## config.mk

```make
export PLATFORM = sky130hd
export DESIGN_NAME = c_like_token_lexer_flat
export DESIGN_NICKNAME = d
export VERILOG_FILES = /design/src/rtl/core/clex_pkg.sv /design/src/rtl/core/clex_if.sv /design/src/rtl/core/c_like_token_lexer.sv /design/src/flat_wrapper.sv
export SDC_FILE = /design/constraint.sdc
export NUM_CORES = 1
export LEC_CHECK = 0
export ABC_AREA = 1
export BUFFER_PORTS_ARGS = -buffer_cell sky130_fd_sc_hd__buf_2
export CAP_MARGIN = 20
export CORE_ASPECT_RATIO = 0.7
export CORE_MARGIN = 4
export CORE_UTILIZATION = 35
export CTS_BUF_LIST = sky130_fd_sc_hd__clkbuf_4 sky130_fd_sc_hd__clkbuf_8 sky130_fd_sc_hd__clkbuf_16
export DETAILED_ROUTE_END_ITERATION = 16
export PLACE_DENSITY = 0.52
export SLEW_MARGIN = 20
export SYNTH_ARGS = -nofsm -noshare
export SYNTH_HDL_FRONTEND = slang
export SYNTH_SLANG_ARGS = --single-unit
export TNS_END_PERCENT = 100
```

## constraint.sdc

```tcl
create_clock -name i_clk -period 5.1 [get_ports i_clk]
set_input_delay 0.255 -clock i_clk [delete_from_list [all_inputs] [get_ports i_clk]]
set_output_delay 0.255 -clock i_clk [all_outputs]
set_load 0.02 [all_outputs]
```

## src/rtl/core/clex_pkg.sv

```systemverilog
package clex_pkg;

    // source size limit and the saturation points that follow from it
    localparam int unsigned LP_MAX_SOURCE_BYTES = 65536;
    localparam logic [15:0] LP_POS_CAP = (LP_MAX_SOURCE_BYTES - 1 < 65535)
                                         ? 16'(LP_MAX_SOURCE_BYTES - 1) : 16'd65535;
    localparam logic [16:0] LP_LEN_CAP = (LP_MAX_SOURCE_BYTES < 65536)
                                         ? 17'(LP_MAX_SOURCE_BYTES) : 17'd65536;

    // token kinds
    localparam logic [3:0] K_KEYWORD = 4'd0;
    localparam logic [3:0] K_IDENT   = 4'd1;
    localparam logic [3:0] K_NUMBER  = 4'd2;
    localparam logic [3:0] K_LPAREN  = 4'd3;
    localparam logic [3:0] K_RPAREN  = 4'd4;
    localparam logic [3:0] K_LBRACE  = 4'd5;
    localparam logic [3:0] K_RBRACE  = 4'd6;
    localparam logic [3:0] K_EQUALS  = 4'd7;
    localparam logic [3:0] K_SEMI    = 4'd8;
    localparam logic [3:0] K_COMMA   = 4'd9;
    localparam logic [3:0] K_PREPROC = 4'd10;
    localparam logic [3:0] K_EOF     = 4'd11;
    localparam logic [3:0] K_UNKNOWN = 4'd12;

    // lexer modes
    localparam logic [2:0] M_IDLE    = 3'd0;
    localparam logic [2:0] M_NAME    = 3'd1;
    localparam logic [2:0] M_NUMBER  = 3'd2;
    localparam logic [2:0] M_PREPROC = 3'd3;
    localparam logic [2:0] M_COMMENT = 3'd4;
    localparam logic [2:0] M_STRING  = 3'd5;
    localparam logic [2:0] M_ESCAPE  = 3'd6;
    localparam logic [2:0] M_HELD    = 3'd7;

    // characters with a meaning of their own
    localparam logic [7:0] CH_SLASH  = 8'h2F;
    localparam logic [7:0] CH_LT     = 8'h3C;
    localparam logic [7:0] CH_GT     = 8'h3E;
    localparam logic [7:0] CH_EQ     = 8'h3D;
    localparam logic [7:0] CH_BANG   = 8'h21;
    localparam logic [7:0] CH_HASH   = 8'h23;
    localparam logic [7:0] CH_LPAREN = 8'h28;
    localparam logic [7:0] CH_RPAREN = 8'h29;
    localparam logic [7:0] CH_LBRACE = 8'h7B;
    localparam logic [7:0] CH_RBRACE = 8'h7D;
    localparam logic [7:0] CH_SEMI   = 8'h3B;
    localparam logic [7:0] CH_COMMA  = 8'h2C;
    localparam logic [7:0] CH_QUOTE  = 8'h22;
    localparam logic [7:0] CH_BSLASH = 8'h5C;
    localparam logic [7:0] CH_UNDER  = 8'h5F;
    localparam logic [7:0] CH_NL     = 8'h0A;

    // keyword table, zero padded to eight columns
    localparam int unsigned LP_NUM_KW = 8;
    localparam logic [7:0] LP_KW_TEXT [0:7][0:7] = '{
        '{"i", "n", "t", 8'h00, 8'h00, 8'h00, 8'h00, 8'h00},
        '{"v", "o", "i", "d", 8'h00, 8'h00, 8'h00, 8'h00},
        '{"c", "h", "a", "r", 8'h00, 8'h00, 8'h00, 8'h00},
        '{"f", "o", "r", 8'h00, 8'h00, 8'h00, 8'h00, 8'h00},
        '{"w", "h", "i", "l", "e", 8'h00, 8'h00, 8'h00},
        '{"i", "f", 8'h00, 8'h00, 8'h00, 8'h00, 8'h00, 8'h00},
        '{"e", "l", "s", "e", 8'h00, 8'h00, 8'h00, 8'h00},
        '{"r", "e", "t", "u", "r", "n", 8'h00, 8'h00}
    };
    localparam logic [2:0] LP_KW_LEN [0:7] = '{
        3'd3, 3'd4, 3'd4, 3'd3, 3'd5, 3'd2, 3'd4, 3'd6
    };

    // output queue
    localparam int unsigned LP_FIFO_DEPTH = 4;
    localparam int unsigned LP_PTR_W      = $clog2(LP_FIFO_DEPTH);

    typedef struct packed {
        logic [3:0]  token_kind;
        logic [15:0] start_offset;
        logic [16:0] token_length;
        logic        last_of_run;
    } t_token;

    function automatic logic is_space(input logic [7:0] b);
        return (b == 8'd32) || ((b >= 8'd9) && (b <= 8'd13));
    endfunction

    function automatic logic is_digit(input logic [7:0] b);
        return (b >= 8'd48) && (b <= 8'd57);
    endfunction

    function automatic logic is_alpha(input logic [7:0] b);
        return ((b >= 8'd65) && (b <= 8'd90)) || ((b >= 8'd97) && (b <= 8'd122));
    endfunction

    function automatic logic is_name_char(input logic [7:0] b);
        return is_alpha(b) || is_digit(b) || (b == CH_UNDER);
    endfunction

    function automatic logic [16:0] grow(input logic [16:0] len);
        return (len < LP_LEN_CAP) ? len + 17'd1 : len;
    endfunction

    // drop every keyword whose character at idx differs from b
    function automatic logic [7:0] kw_match(input logic [7:0] mask, input logic [16:0] idx,
                                            input logic [7:0] b);
        logic [7:0] m;
        m = mask;
        for (int k = 0; k < LP_NUM_KW; k++) begin
            if ((idx >= 17'(LP_KW_LEN[k])) || (LP_KW_TEXT[k][idx[2:0]] != b)) begin
                m[k] = 1'b0;
            end
        end
        return m;
    endfunction

    function automatic logic [3:0] name_kind(input logic [7:0] mask, input logic [16:0] len);
        logic hit;
        hit = 1'b0;
        for (int k = 0; k < LP_NUM_KW; k++) begin
            if (mask[k] && (len == 17'(LP_KW_LEN[k]))) begin
                hit = 1'b1;
            end
        end
        return hit ? K_KEYWORD : K_IDENT;
    endfunction

    function automatic logic [3:0] held_kind(input logic [7:0] c);
        logic [3:0] kind;
        kind = K_UNKNOWN;
        if (c == CH_EQ) begin
            kind = K_EQUALS;
        end else if ((c == CH_LT) || (c == CH_GT)) begin
            kind = K_IDENT;
        end
        return kind;
    endfunction

endpackage

```

## src/rtl/core/clex_if.sv

```systemverilog
interface clex_in_if;
    logic       valid;
    logic       ready;
    logic [7:0] source_byte;
    logic       end_marker;

    modport source (output valid, output source_byte, output end_marker, input ready);
    modport sink (input valid, input source_byte, input end_marker, output ready);
endinterface

interface clex_out_if;
    logic        valid;
    logic        ready;
    logic [3:0]  token_kind;
    logic [15:0] start_offset;
    logic [16:0] token_length;
    logic        last_of_run;

    modport source (output valid, output token_kind, output start_offset,
                    output token_length, output last_of_run, input ready);
    modport sink (input valid, input token_kind, input start_offset,
                  input token_length, input last_of_run, output ready);
endinterface

```

## src/rtl/core/c_like_token_lexer.sv

```systemverilog
// channel   dir  payload                                                 transfer when
// i_src     in   source_byte[7:0], end_marker                           valid && ready
// o_tok     out  token_kind[3:0], start_offset[15:0], token_length[16:0], valid && ready
//                last_of_run
//
// one input byte per cycle while i_src.ready is high; each transfer yields zero, one or two
// tokens in that same cycle, written into a four-entry output queue
// a byte that closes an open token and starts another yields two tokens for the output
// port to drain, so the output port sets the sustained rate for such bytes
// i_rst_n is synchronous: it clears the lexer state and empties the queue
// i_src.ready drops while the queue has fewer than two free entries; o_tok holds its head
// entry while o_tok.ready is low
module c_like_token_lexer
    import clex_pkg::*;
(
    input  logic              i_clk,
    input  logic              i_rst_n,
    clex_in_if.sink           i_src,
    clex_out_if.source        o_tok
);

    localparam logic [LP_PTR_W:0] LP_READY_MAX = (LP_PTR_W + 1)'(LP_FIFO_DEPTH - 2);

    logic [2:0]  r_mode, n_mode;
    logic [15:0] r_open_start, n_open_start;
    logic [16:0] r_open_length, n_open_length;
    logic [15:0] r_pos, n_pos;
    logic [7:0]  r_kw_mask, n_kw_mask;
    logic [7:0]  r_pend, n_pend;

    t_token                r_fifo [LP_FIFO_DEPTH];
    logic [LP_PTR_W-1:0]   r_wr_ptr, r_rd_ptr;
    logic [LP_PTR_W:0]     r_count, n_count;

    logic        accept, pop, done;
    logic [7:0]  b;
    logic        a_v, b_v;
    logic [3:0]  a_kind, b_kind;
    logic [15:0] a_start, b_start;
    logic [16:0] a_len, b_len;
    logic [1:0]  push_cnt;
    t_token      tok_first, tok_second;

    assign accept = i_src.valid && i_src.ready;
    assign pop    = o_tok.valid && o_tok.ready;
    assign b      = i_src.source_byte;

    always_comb begin
        n_mode        = r_mode;
        n_open_start  = r_open_start;
        n_open_length = r_open_length;
        n_pos         = r_pos;
        n_kw_mask     = r_kw_mask;
        n_pend        = r_pend;
        a_v           = 1'b0;
        a_kind        = K_UNKNOWN;
        a_start       = r_open_start;
        a_len         = r_open_length;
        b_v           = 1'b0;
        b_kind        = K_UNKNOWN;
        b_start       = r_pos;
        b_len         = 17'd1;
        done          = 1'b0;

        if (i_src.end_marker) begin
            // flush whatever is open, then EOF, then back to reset state
            case (r_mode)
                M_NAME: begin
                    a_v    = 1'b1;
                    a_kind = name_kind(r_kw_mask, r_open_length);
                end
                M_NUMBER: begin
                    a_v    = 1'b1;
                    a_kind = K_NUMBER;
                end
                M_PREPROC: begin
                    a_v    = 1'b1;
                    a_kind = K_PREPROC;
                end
                M_STRING, M_ESCAPE: begin
                    a_v    = 1'b1;
                    a_kind = K_IDENT;
                end
                M_HELD: begin
                    a_v    = 1'b1;
                    a_kind = held_kind(r_pend);
                    a_len  = 17'd1;
                end
                default: begin
                    a_v = 1'b0;
                end
            endcase
            b_v           = 1'b1;
            b_kind        = K_EOF;
            b_len         = 17'd0;
            n_mode        = M_IDLE;
            n_open_start  = 16'd0;
            n_open_length = 17'd0;
            n_pos         = 16'd0;
            n_kw_mask     = 8'hFF;
            n_pend        = 8'd0;
        end else begin
            case (r_mode)
                M_COMMENT: begin
                    if (b == CH_NL) begin
                        n_mode = M_IDLE;
                    end
                    done = 1'b1;
                end
                M_PREPROC: begin
                    if (b == CH_NL) begin
                        a_v           = 1'b1;
                        a_kind        = K_PREPROC;
                        n_mode        = M_IDLE;
                        n_open_length = 17'd0;
                    end else begin
                        n_open_length = grow(r_open_length);
                    end
                    done = 1'b1;
                end
                M_STRING: begin
                    n_open_length = grow(r_open_length);
                    if (b == CH_BSLASH) begin
                        n_mode = M_ESCAPE;
                    end else if (b == CH_QUOTE) begin
                        a_v           = 1'b1;
                        a_kind        = K_IDENT;
                        a_len         = grow(r_open_length);
                        n_mode        = M_IDLE;
                        n_open_length = 17'd0;
                    end
                    done = 1'b1;
                end
                M_ESCAPE: begin
                    n_open_length = grow(r_open_length);
                    n_mode        = M_STRING;
                    done          = 1'b1;
                end
                M_NAME: begin
                    if (is_name_char(b)) begin
                        n_kw_mask     = kw_match(r_kw_mask, r_open_length, b);
                        n_open_length = grow(r_open_length);
                        done          = 1'b1;
                    end else begin
                        a_v    = 1'b1;
                        a_kind = name_kind(r_kw_mask, r_open_length);
                    end
                end
                M_NUMBER: begin
                    if (is_digit(b)) begin
                        n_open_length = grow(r_open_length);
                        done          = 1'b1;
                    end else begin
                        a_v    = 1'b1;
                        a_kind = K_NUMBER;
                    end
                end
                M_HELD: begin
                    if ((r_pend == CH_SLASH) && (b == CH_SLASH)) begin
                        n_mode        = M_COMMENT;
                        n_open_length = 17'd0;
                        n_kw_mask     = 8'hFF;
                        n_pend        = 8'd0;
                        done          = 1'b1;
                    end else if ((r_pend != CH_SLASH) && (b == CH_EQ)) begin
                        // two-character relational operator
                        a_v           = 1'b1;
                        a_kind        = K_IDENT;
                        a_len         = 17'd2;
                        n_mode        = M_IDLE;
                        n_open_length = 17'd0;
                        n_kw_mask     = 8'hFF;
                        n_pend        = 8'd0;
                        done          = 1'b1;
                    end else begin
                        a_v    = 1'b1;
                        a_kind = held_kind(r_pend);
                        a_len  = 17'd1;
                    end
                end
                default: begin
                    done = 1'b0;
                end
            endcase

            // the byte starts something new
            if (!done) begin
                n_mode        = M_IDLE;
                n_open_length = 17'd0;
                n_kw_mask     = 8'hFF;
                n_pend        = 8'd0;
                if (is_space(b)) begin
                    n_mode = M_IDLE;
                end else if ((b == CH_SLASH) || (b == CH_LT) || (b == CH_GT) ||
                             (b == CH_EQ) || (b == CH_BANG)) begin
                    n_mode       = M_HELD;
                    n_pend       = b;
                    n_open_start = r_pos;
                end else if (b == CH_HASH) begin
                    n_mode        = M_PREPROC;
                    n_open_start  = r_pos;
                    n_open_length = 17'd1;
                end else if (b == CH_LPAREN) begin
                    b_v    = 1'b1;
                    b_kind = K_LPAREN;
                end else if (b == CH_RPAREN) begin
                    b_v    = 1'b1;
                    b_kind = K_RPAREN;
                end else if (b == CH_LBRACE) begin
                    b_v    = 1'b1;
                    b_kind = K_LBRACE;
                end else if (b == CH_RBRACE) begin
                    b_v    = 1'b1;
                    b_kind = K_RBRACE;
                end else if (b == CH_SEMI) begin
                    b_v    = 1'b1;
                    b_kind = K_SEMI;
                end else if (b == CH_COMMA) begin
                    b_v    = 1'b1;
                    b_kind = K_COMMA;
                end else if (is_digit(b)) begin
                    n_mode        = M_NUMBER;
                    n_open_start  = r_pos;
                    n_open_length = 17'd1;
                end else if (is_alpha(b) || (b == CH_UNDER)) begin
                    n_mode        = M_NAME;
                    n_open_start  = r_pos;
                    n_kw_mask     = kw_match(8'hFF, 17'd0, b);
                    n_open_length = 17'd1;
                end else if (b == CH_QUOTE) begin
                    n_mode        = M_STRING;
                    n_open_start  = r_pos;
                    n_open_length = 17'd1;
                end else begin
                    b_v    = 1'b1;
                    b_kind = K_UNKNOWN;
                end
            end

            if (r_pos < LP_POS_CAP) begin
                n_pos = r_pos + 16'd1;
            end
        end
    end

    // pack the tokens of this byte in order, flag the final one
    always_comb begin
        push_cnt   = {1'b0, a_v} + {1'b0, b_v};
        tok_second = '{token_kind: b_kind, start_offset: b_start, token_length: b_len,
                       last_of_run: 1'b1};
        if (a_v) begin
            tok_first = '{token_kind: a_kind, start_offset: a_start, token_length: a_len,
                          last_of_run: !b_v};
        end else begin
            tok_first = tok_second;
        end
    end

    always_comb begin
        n_count = r_count;
        if (accept) begin
            n_count = n_count + (LP_PTR_W + 1)'(push_cnt);
        end
        if (pop) begin
            n_count = n_count - (LP_PTR_W + 1)'(1);
        end
    end

    always_ff @(posedge i_clk) begin
        if (!i_rst_n) begin
            r_mode        <= M_IDLE;
            r_open_start  <= 16'd0;
            r_open_length <= 17'd0;
            r_pos         <= 16'd0;
            r_kw_mask     <= 8'hFF;
            r_pend        <= 8'd0;
            r_wr_ptr      <= '0;
            r_rd_ptr      <= '0;
            r_count       <= '0;
        end else begin
            if (accept) begin
                r_mode        <= n_mode;
                r_open_start  <= n_open_start;
                r_open_length <= n_open_length;
                r_pos         <= n_pos;
                r_kw_mask     <= n_kw_mask;
                r_pend        <= n_pend;
                r_wr_ptr      <= r_wr_ptr + LP_PTR_W'(push_cnt);
            end
            if (pop) begin
                r_rd_ptr <= r_rd_ptr + LP_PTR_W'(1);
            end
            r_count <= n_count;
        end
    end

    always_ff @(posedge i_clk) begin
        if (accept && (push_cnt != 2'd0)) begin
            r_fifo[r_wr_ptr] <= tok_first;
        end
        if (accept && (push_cnt == 2'd2)) begin
            r_fifo[r_wr_ptr + LP_PTR_W'(1)] <= tok_second;
        end
    end

    assign i_src.ready        = (r_count <= LP_READY_MAX);
    assign o_tok.valid        = (r_count != '0);
    assign o_tok.token_kind   = r_fifo[r_rd_ptr].token_kind;
    assign o_tok.start_offset = r_fifo[r_rd_ptr].start_offset;
    assign o_tok.token_length = r_fifo[r_rd_ptr].token_length;
    assign o_tok.last_of_run  = r_fifo[r_rd_ptr].last_of_run;

endmodule

```

## src/flat_wrapper.sv

```systemverilog
// flat-port wrapper written by rule: the top's interface ports become plain ports
module c_like_token_lexer_flat import clex_pkg::*;
  (i_clk, i_rst_n, i_src_valid, i_src_source_byte, i_src_end_marker, i_src_ready, o_tok_valid, o_tok_token_kind, o_tok_start_offset, o_tok_token_length, o_tok_last_of_run, o_tok_ready);
  clex_in_if i_src_i ();
  clex_out_if o_tok_i ();
  input  logic i_clk;
  input  logic i_rst_n;
  input wire logic [$bits(i_src_i.valid)-1:0] i_src_valid;
  input wire logic [$bits(i_src_i.source_byte)-1:0] i_src_source_byte;
  input wire logic [$bits(i_src_i.end_marker)-1:0] i_src_end_marker;
  output wire logic [$bits(i_src_i.ready)-1:0] i_src_ready;
  output wire logic [$bits(o_tok_i.valid)-1:0] o_tok_valid;
  output wire logic [$bits(o_tok_i.token_kind)-1:0] o_tok_token_kind;
  output wire logic [$bits(o_tok_i.start_offset)-1:0] o_tok_start_offset;
  output wire logic [$bits(o_tok_i.token_length)-1:0] o_tok_token_length;
  output wire logic [$bits(o_tok_i.last_of_run)-1:0] o_tok_last_of_run;
  input wire logic [$bits(o_tok_i.ready)-1:0] o_tok_ready;
  assign i_src_i.valid = i_src_valid;
  assign i_src_i.source_byte = i_src_source_byte;
  assign i_src_i.end_marker = i_src_end_marker;
  assign i_src_ready = i_src_i.ready;
  assign o_tok_valid = o_tok_i.valid;
  assign o_tok_token_kind = o_tok_i.token_kind;
  assign o_tok_start_offset = o_tok_i.start_offset;
  assign o_tok_token_length = o_tok_i.token_length;
  assign o_tok_last_of_run = o_tok_i.last_of_run;
  assign o_tok_i.ready = o_tok_ready;
  c_like_token_lexer u_core (.i_clk(i_clk), .i_rst_n(i_rst_n), .i_src(i_src_i), .o_tok(o_tok_i));
endmodule
```

# ---- Word level (Yosys, flattened, before mapping)
# Memory sizes are Yosys's and may differ from the RTL's. A register that Yosys moved wholly into a read port is not among the register bits.
# Index checks and enable logic that the tools add are counted.
dict set report classes {
  order_cmp 17
  n_addsub 8
  muxes 198
  mul 0
  n_reduce_logical 58
  n_div 0
  bitwise_logic 1
  n_eq_ne 76
  shifts 0
}
# cell count
set op_table {}
lappend op_table {{17-bit two-way mux} 26}
lappend op_table {{8-bit two-way mux} 39}
lappend op_table {{16-bit two-way mux} 16}
lappend op_table {{8-bit by 6-bit == test with 1-bit output, second input constant} 16}
lappend op_table {{17-bit case mux with 6 select lines} 1}
lappend op_table {{4-bit two-way mux} 19}
lappend op_table {{3-bit two-way mux} 23}
lappend op_table {{8-bit != test} 8}
lappend op_table {{1-bit two-way mux} 63}
lappend op_table {{7-bit by 8-bit != test with 1-bit output, first input constant} 7}
lappend op_table {{17-bit by 3-bit == test with 1-bit output, second input constant} 3}
lappend op_table {{17-bit by 3-bit >= comparator with 1-bit output, second input constant} 3}
lappend op_table {{5-bit AND reduction} 10}
lappend op_table {{4-bit by 3-bit != test with 1-bit output, second input constant} 11}
lappend op_table {{4-bit case mux with 5 select lines} 2}
lappend op_table {{38-bit two-way mux} 1}
lappend op_table {{17-bit by 2-bit == test with 1-bit output, second input constant} 2}
lappend op_table {{17-bit by 2-bit >= comparator with 1-bit output, second input constant} 2}
lappend op_table {{17-bit case mux with 2 select lines} 1}
lappend op_table {{8-bit by 7-bit == test with 1-bit output, second input constant} 4}
lappend op_table {{4-bit by 2-bit != test with 1-bit output, second input constant} 7}
lappend op_table {{1-bit logical AND} 18}
lappend op_table {{1-bit logical OR} 18}
lappend op_table {{17-bit by 1-bit adder with 17-bit output, second input constant} 1}
lappend op_table {{45 further kinds} 57}
dict set report totals {
  memories 9
  output_inout_bits 40
  ram_bits 152
  elab_cells 383
  reg_bits 75
  inputBits 13
  latch_bits 0
  mem_bits_ro 512
}
# memory depth word_bits rd rd_clocked_by_memory_dff wr line_no
set mem_list {}
lappend mem_list {u_core.r_fifo 4 38 1 1 2 c_like_token_lexer.sv:31} ;# t_token r_fifo [LP_FIFO_DEPTH];
lappend mem_list {{(name not given)} 8 8 1 0 0 clex_pkg.sv:106} ;# if ((idx >= 17'(LP_KW_LEN[k])) || (LP_KW_TEXT[k][idx[2:0]] != b)) begin
lappend mem_list {{(name not given)} 8 8 1 0 0 clex_pkg.sv:106}
lappend mem_list {{(name not given)} 8 8 1 0 0 clex_pkg.sv:106}
lappend mem_list {{(name not given)} 8 8 1 0 0 clex_pkg.sv:106}
lappend mem_list {{(name not given)} 8 8 1 0 0 clex_pkg.sv:106}
lappend mem_list {{+3 memories} -- -- -- -- -- --}

# ---- Logic depth before layout (Yosys ltp)
dict set report logic_depth {
  ltp_word 22
  ltp_mapped 24
  depth_no_buf 20
}

# ---- Least setup slack after synthesis
# OpenSTA, ideal clock, no wires.
dict set report synth_timing {
  path_kind {in2reg}
  from {input i_src_source_byte[2]}
  to {memory u_core.r_fifo[1][13] in the netlist's numbering}
  arrival_ps 3485
  t_required_ps 4972
  setup_time_ps 128
  setup_slack_ps 1487
  n_path_buf 3
  cell_stages 22
  cell_sequence {buf_4 inv_2 nand2_1 o21ai_0 nand3_2 nand2_2 nand2_2 nand2_2 nand2_4 buf_2 nor2_1 a21oi_1 inv_1 ha_1 nand2_2 nor3_1 inv_2 nand2_1 inv_2 buf_2 nand2_1 o21ai_1}
}
# element line_no
set synth_rtl {}
lappend synth_rtl {{start: declaration} flat_wrapper.sv:9} ;# input wire logic [$bits(i_src_i.source_byte)-1:0] i_src_source_byte;
lappend synth_rtl {{end: declaration} c_like_token_lexer.sv:31}

==> flow_metrics.py <==
metrics = {
    "power": {
        "seqPwrFrac": 0.330,
        "power_frac_comb": 0.424,
        "clock_power_share": 0.246,
        "switching_share": 0.438,
        "p_leak_nw": 5.85,
        "p_int_w": 0.00452,
        "p_switching_w": 0.00352,
        "power_density_mw_per_mm2": 547,
        "irDropWorstVdd_uv": 244,
    },
    "floorplan": {
        "io_pins": 53,
        "placementRows": 59,
        "coreArea_mm2": 0.0371,
        "die_y_um": 170,
        "die_area_mm2": 0.0408,
        "initial_core_util": 0.355,
        "fp.dieW_um": 240,
    },
    "clock_network": {
        "ctsResizeCount": 0,
        "cts_buffers": 26,
        "path_clk_slew_ps": 60,
        "cts_tree": "built",
        "clock_latency_ps": 560,
        "cts_hold_buf": 0,
        "post_cts_buffers": 0,
        "clkSinkCount": 229,
        "root_buffer": "clkbuf_16",
        "h-tree-depth": 1,
        "clk_path_buf_depth": 3,
    },
    "route": {
        "routed_wl_mm": 45.7,
        "drc_errors": 0,
        "vias_per_cell": 5.46,
        "ant_nets": 0,
        "drt-pass1-iter-count": 5,
        "wl_per_cell_um": 19.6,
        "vias": 12800,
        "drt_iter0_drc": 1609,
    },
    "cells_and_area": {
        "nets": 1860,
        "syn_to_final_growth_pct": 11.7,
        "num_antenna_cells": 0,
        "drive_gt1_frac": 0.115,
    },
    "global_route": {
        "antenna_found_initial": 0,
        "grt_use_total": 0.220,
        "grt.overflow.total": 0,
        "grt_pass1_wl_mm": 70.6,
        "grt_max_degree": 76,
        "grt_pass1_vias": 11600,
    },
    "placed_design": {
        "gp_congestion": 0.945,
        "hpwlAfterDp_mm": 32.1,
        "portBuffers": 52,
        "dp_slack_ps": 881,
    },
    "setup_path": {
        "crit_type": "reg2reg",
        "path_cells": "nand2_1 -> nor2_1 -> nand2_2 -> nand2_4 -> nor2_1 -> a21oi_1 -> inv_1 -> ha_1 -> nand2_2 -> nor3_2 -> buf_4 -> inv_2 -> nand2_1 -> buf_4 -> inv_2 -> nand2_1 -> o21ai_0",
        "slowest_delay_ps": 440,
        "path_depth": 17,
        "cp_max_fo": 25,
        "path_buf_inv": 5,
        "critPathLaunchType": "flop",
        "endpoint_kind": "flop",
        "cp_slowest_cell": "dfxtp_1",
        "cp.arrival_ps": 4550,
        "critPathRequiredTime_ps": 5580,
        "r2r_cells": 17,
        "cpMostUsedCell": "nand2_1",
        "cp_top_family": "simple AND/OR/NAND/NOR gates",
    },
    "synth": {
        "ys.flop_type": "dfxtp_1",
        "synth_top_area_frac": 0.221,
        "synth_warnings": 0,
        "synthTopCellsByArea": "dfxtp_1, edfxtp_1, nand2_1, nor2_1, nand3_1",
        "yosysSeqAreaShare": 0.412,
        "syn_nets": 1847,
        "netlist_top_cells_count": "nand2_1, nor2_1, nand3_1, o21ai_0, dfxtp_1",
        "yosysMostFrequentCell": "nand2_1",
        "yosysUniqueCellTypes": 48,
        "synth_seq_cells": 229,
        "synthArstFlopShare": 0,
        "synth_edf_count": 84,
        "synth_area_leader_cell": "dfxtp_1",
        "netlist_area_mm2": 0.0132,
        "syn_avg_cell_area_um2": 7.24,
        "netlist_instances": 1817,
    },
    "job": {
        "cap_viol_max_count": 0,
    },
    "timing": {
        "tns_ps": 0,
        "maxClockFrequency_ghz": 0.246,
        "tightest_slew_ps": 922,
        "setup_viol": 0,
        "maxSlewHeadroom": 0.384,
        "drv_slew": 0,
        "worst_slack_ps": 1030,
        "period_share": 0.798,
        "hold_violations": 0,
        "min_period_ps": 4070,
        "rsz0062_at_grt": "no",
        "finClkSkew_ps": 24.9,
    },
    "outcome": {
        "status": "complete, no violations",
    },
    "worst_hold_path": {
        "holdCritPathClass": "in2reg",
        "min_path_cells": 3,
    },
}
[registers in the layout, indices dropped and copies added, names as in the netlist, named ones only]
register / flops
u_core.r_fifo: 152
u_core.r_open_length: 17
u_core.a_start: 16
u_core.b_start: 16
u_core.r_kw_mask: 8
u_core.r_pend: 8
u_core.r_count: 3
u_core.r_mode: 3
u_core.r_rd_ptr: 2
u_core.r_wr_ptr: 2
[metal layers]
| metal | global-route usage | vias up | wire (µm) |
|---|---|---|---|
| met5 | 0 | - | 0 |
| met4 | 0.0325 | 0 | 531 |
| met2 | 0.292 | 485 | 17400 |
| met3 | 0.0478 | 42 | 3880 |
| li1 | - | 6228 | - |
| met1 | 0.361 | 6015 | 23900 |
[worst paths after layout]
kind / from / end / slack (ps)
worst max-delay path: u_core.r_mode[0] / u_core.r_fifo[2][2] / 1030
worst min register to register: u_core.r_fifo[2][10] / u_core.r_fifo[2][10] / 450
worst min-delay path: o_tok_ready / u_core.r_count[1] / 30
worst max register to register: u_core.r_mode[0] / u_core.r_fifo[2][2] / 1030
[final cells by class]
type | instances | area, µm²
clock buffers | 39 | 816
flip-flops and latches | 229 | 5430
inverters | 128 | 485
clock inverters | 8 | 92.6
multi-input cells | 1365 | 6800
repair buffers | 80 | 470
well taps | 488 | 611
fillers | 3972 | 22400
[metrics by stage]
stage | cell area (µm²) | hold slack [ps] | utilization | total power, W | instances
after detailed placement | 13800 | 435 | 0.372 | 0.00607 | 2290
after floorplan | 13200 | 421 | - | 0.00503 | 1817
final | 14700 | 33.4 | 0.396 | 0.00804 | 2337
after global placement | 13800 | 435 | 0.372 | 0.00606 | 2290
after CTS | 14700 | 12.3 | 0.396 | 0.00806 | 2337
after global routing | 14700 | 52.3 | 0.396 | 0.00856 | 2337
[kinds of logic after synthesis]
family                     count (synthesis)  synth area share
and+or+nand+nor                          918             0.305
muxes                                      1          0.000760
AOI/OAI and AO/OA                        398             0.174
buffers and inverters                    223            0.0711
adders and majority gates                 17            0.0167
xor gates and xnor gates                  31            0.0206
DFF                                      229             0.412
[power groups by stage]
stage               Sequential [W]  Clock, W  Combinational [W]
global route               0.00270   0.00208            0.00377
finish                     0.00266   0.00198            0.00341
global placement           0.00269         0            0.00337
detailed placement         0.00268         0            0.00339
floorplan                  0.00259         0            0.00244
CTS                        0.00265   0.00201            0.00340
[worst min-delay path, cell delays in order]
cell     delay, ps
buf_2          100
nand2_1        110
a21oi_1         80
[layout by cell type (no fill, tap or decap), drive strengths merged, types with 3 or more instances in the layout]
| cell type | Yosys | routed |
|---|---|---|
| buf | 34 | 80 |
| xor2 | 31 | 31 |
| nor3 | 36 | 36 |
| nand3 | 165 | 165 |
| edfxtp | 84 | 84 |
| inv | 123 | 124 |
| o22ai | 104 | 104 |
| ha | 16 | 16 |
| a211oi | 5 | 5 |
| nand4 | 28 | 28 |
| dfxtp | 145 | 145 |
| o31ai | 4 | 4 |
| clkinv | 5 | 10 |
| o21bai | 3 | 3 |
| nor2 | 251 | 251 |
| nand2 | 434 | 434 |
| o21ai | 203 | 203 |
| o211ai | 6 | 6 |
| a21oi | 65 | 65 |
| clkbuf | 61 | 39 |
Power figures use the tool's default switching activity.
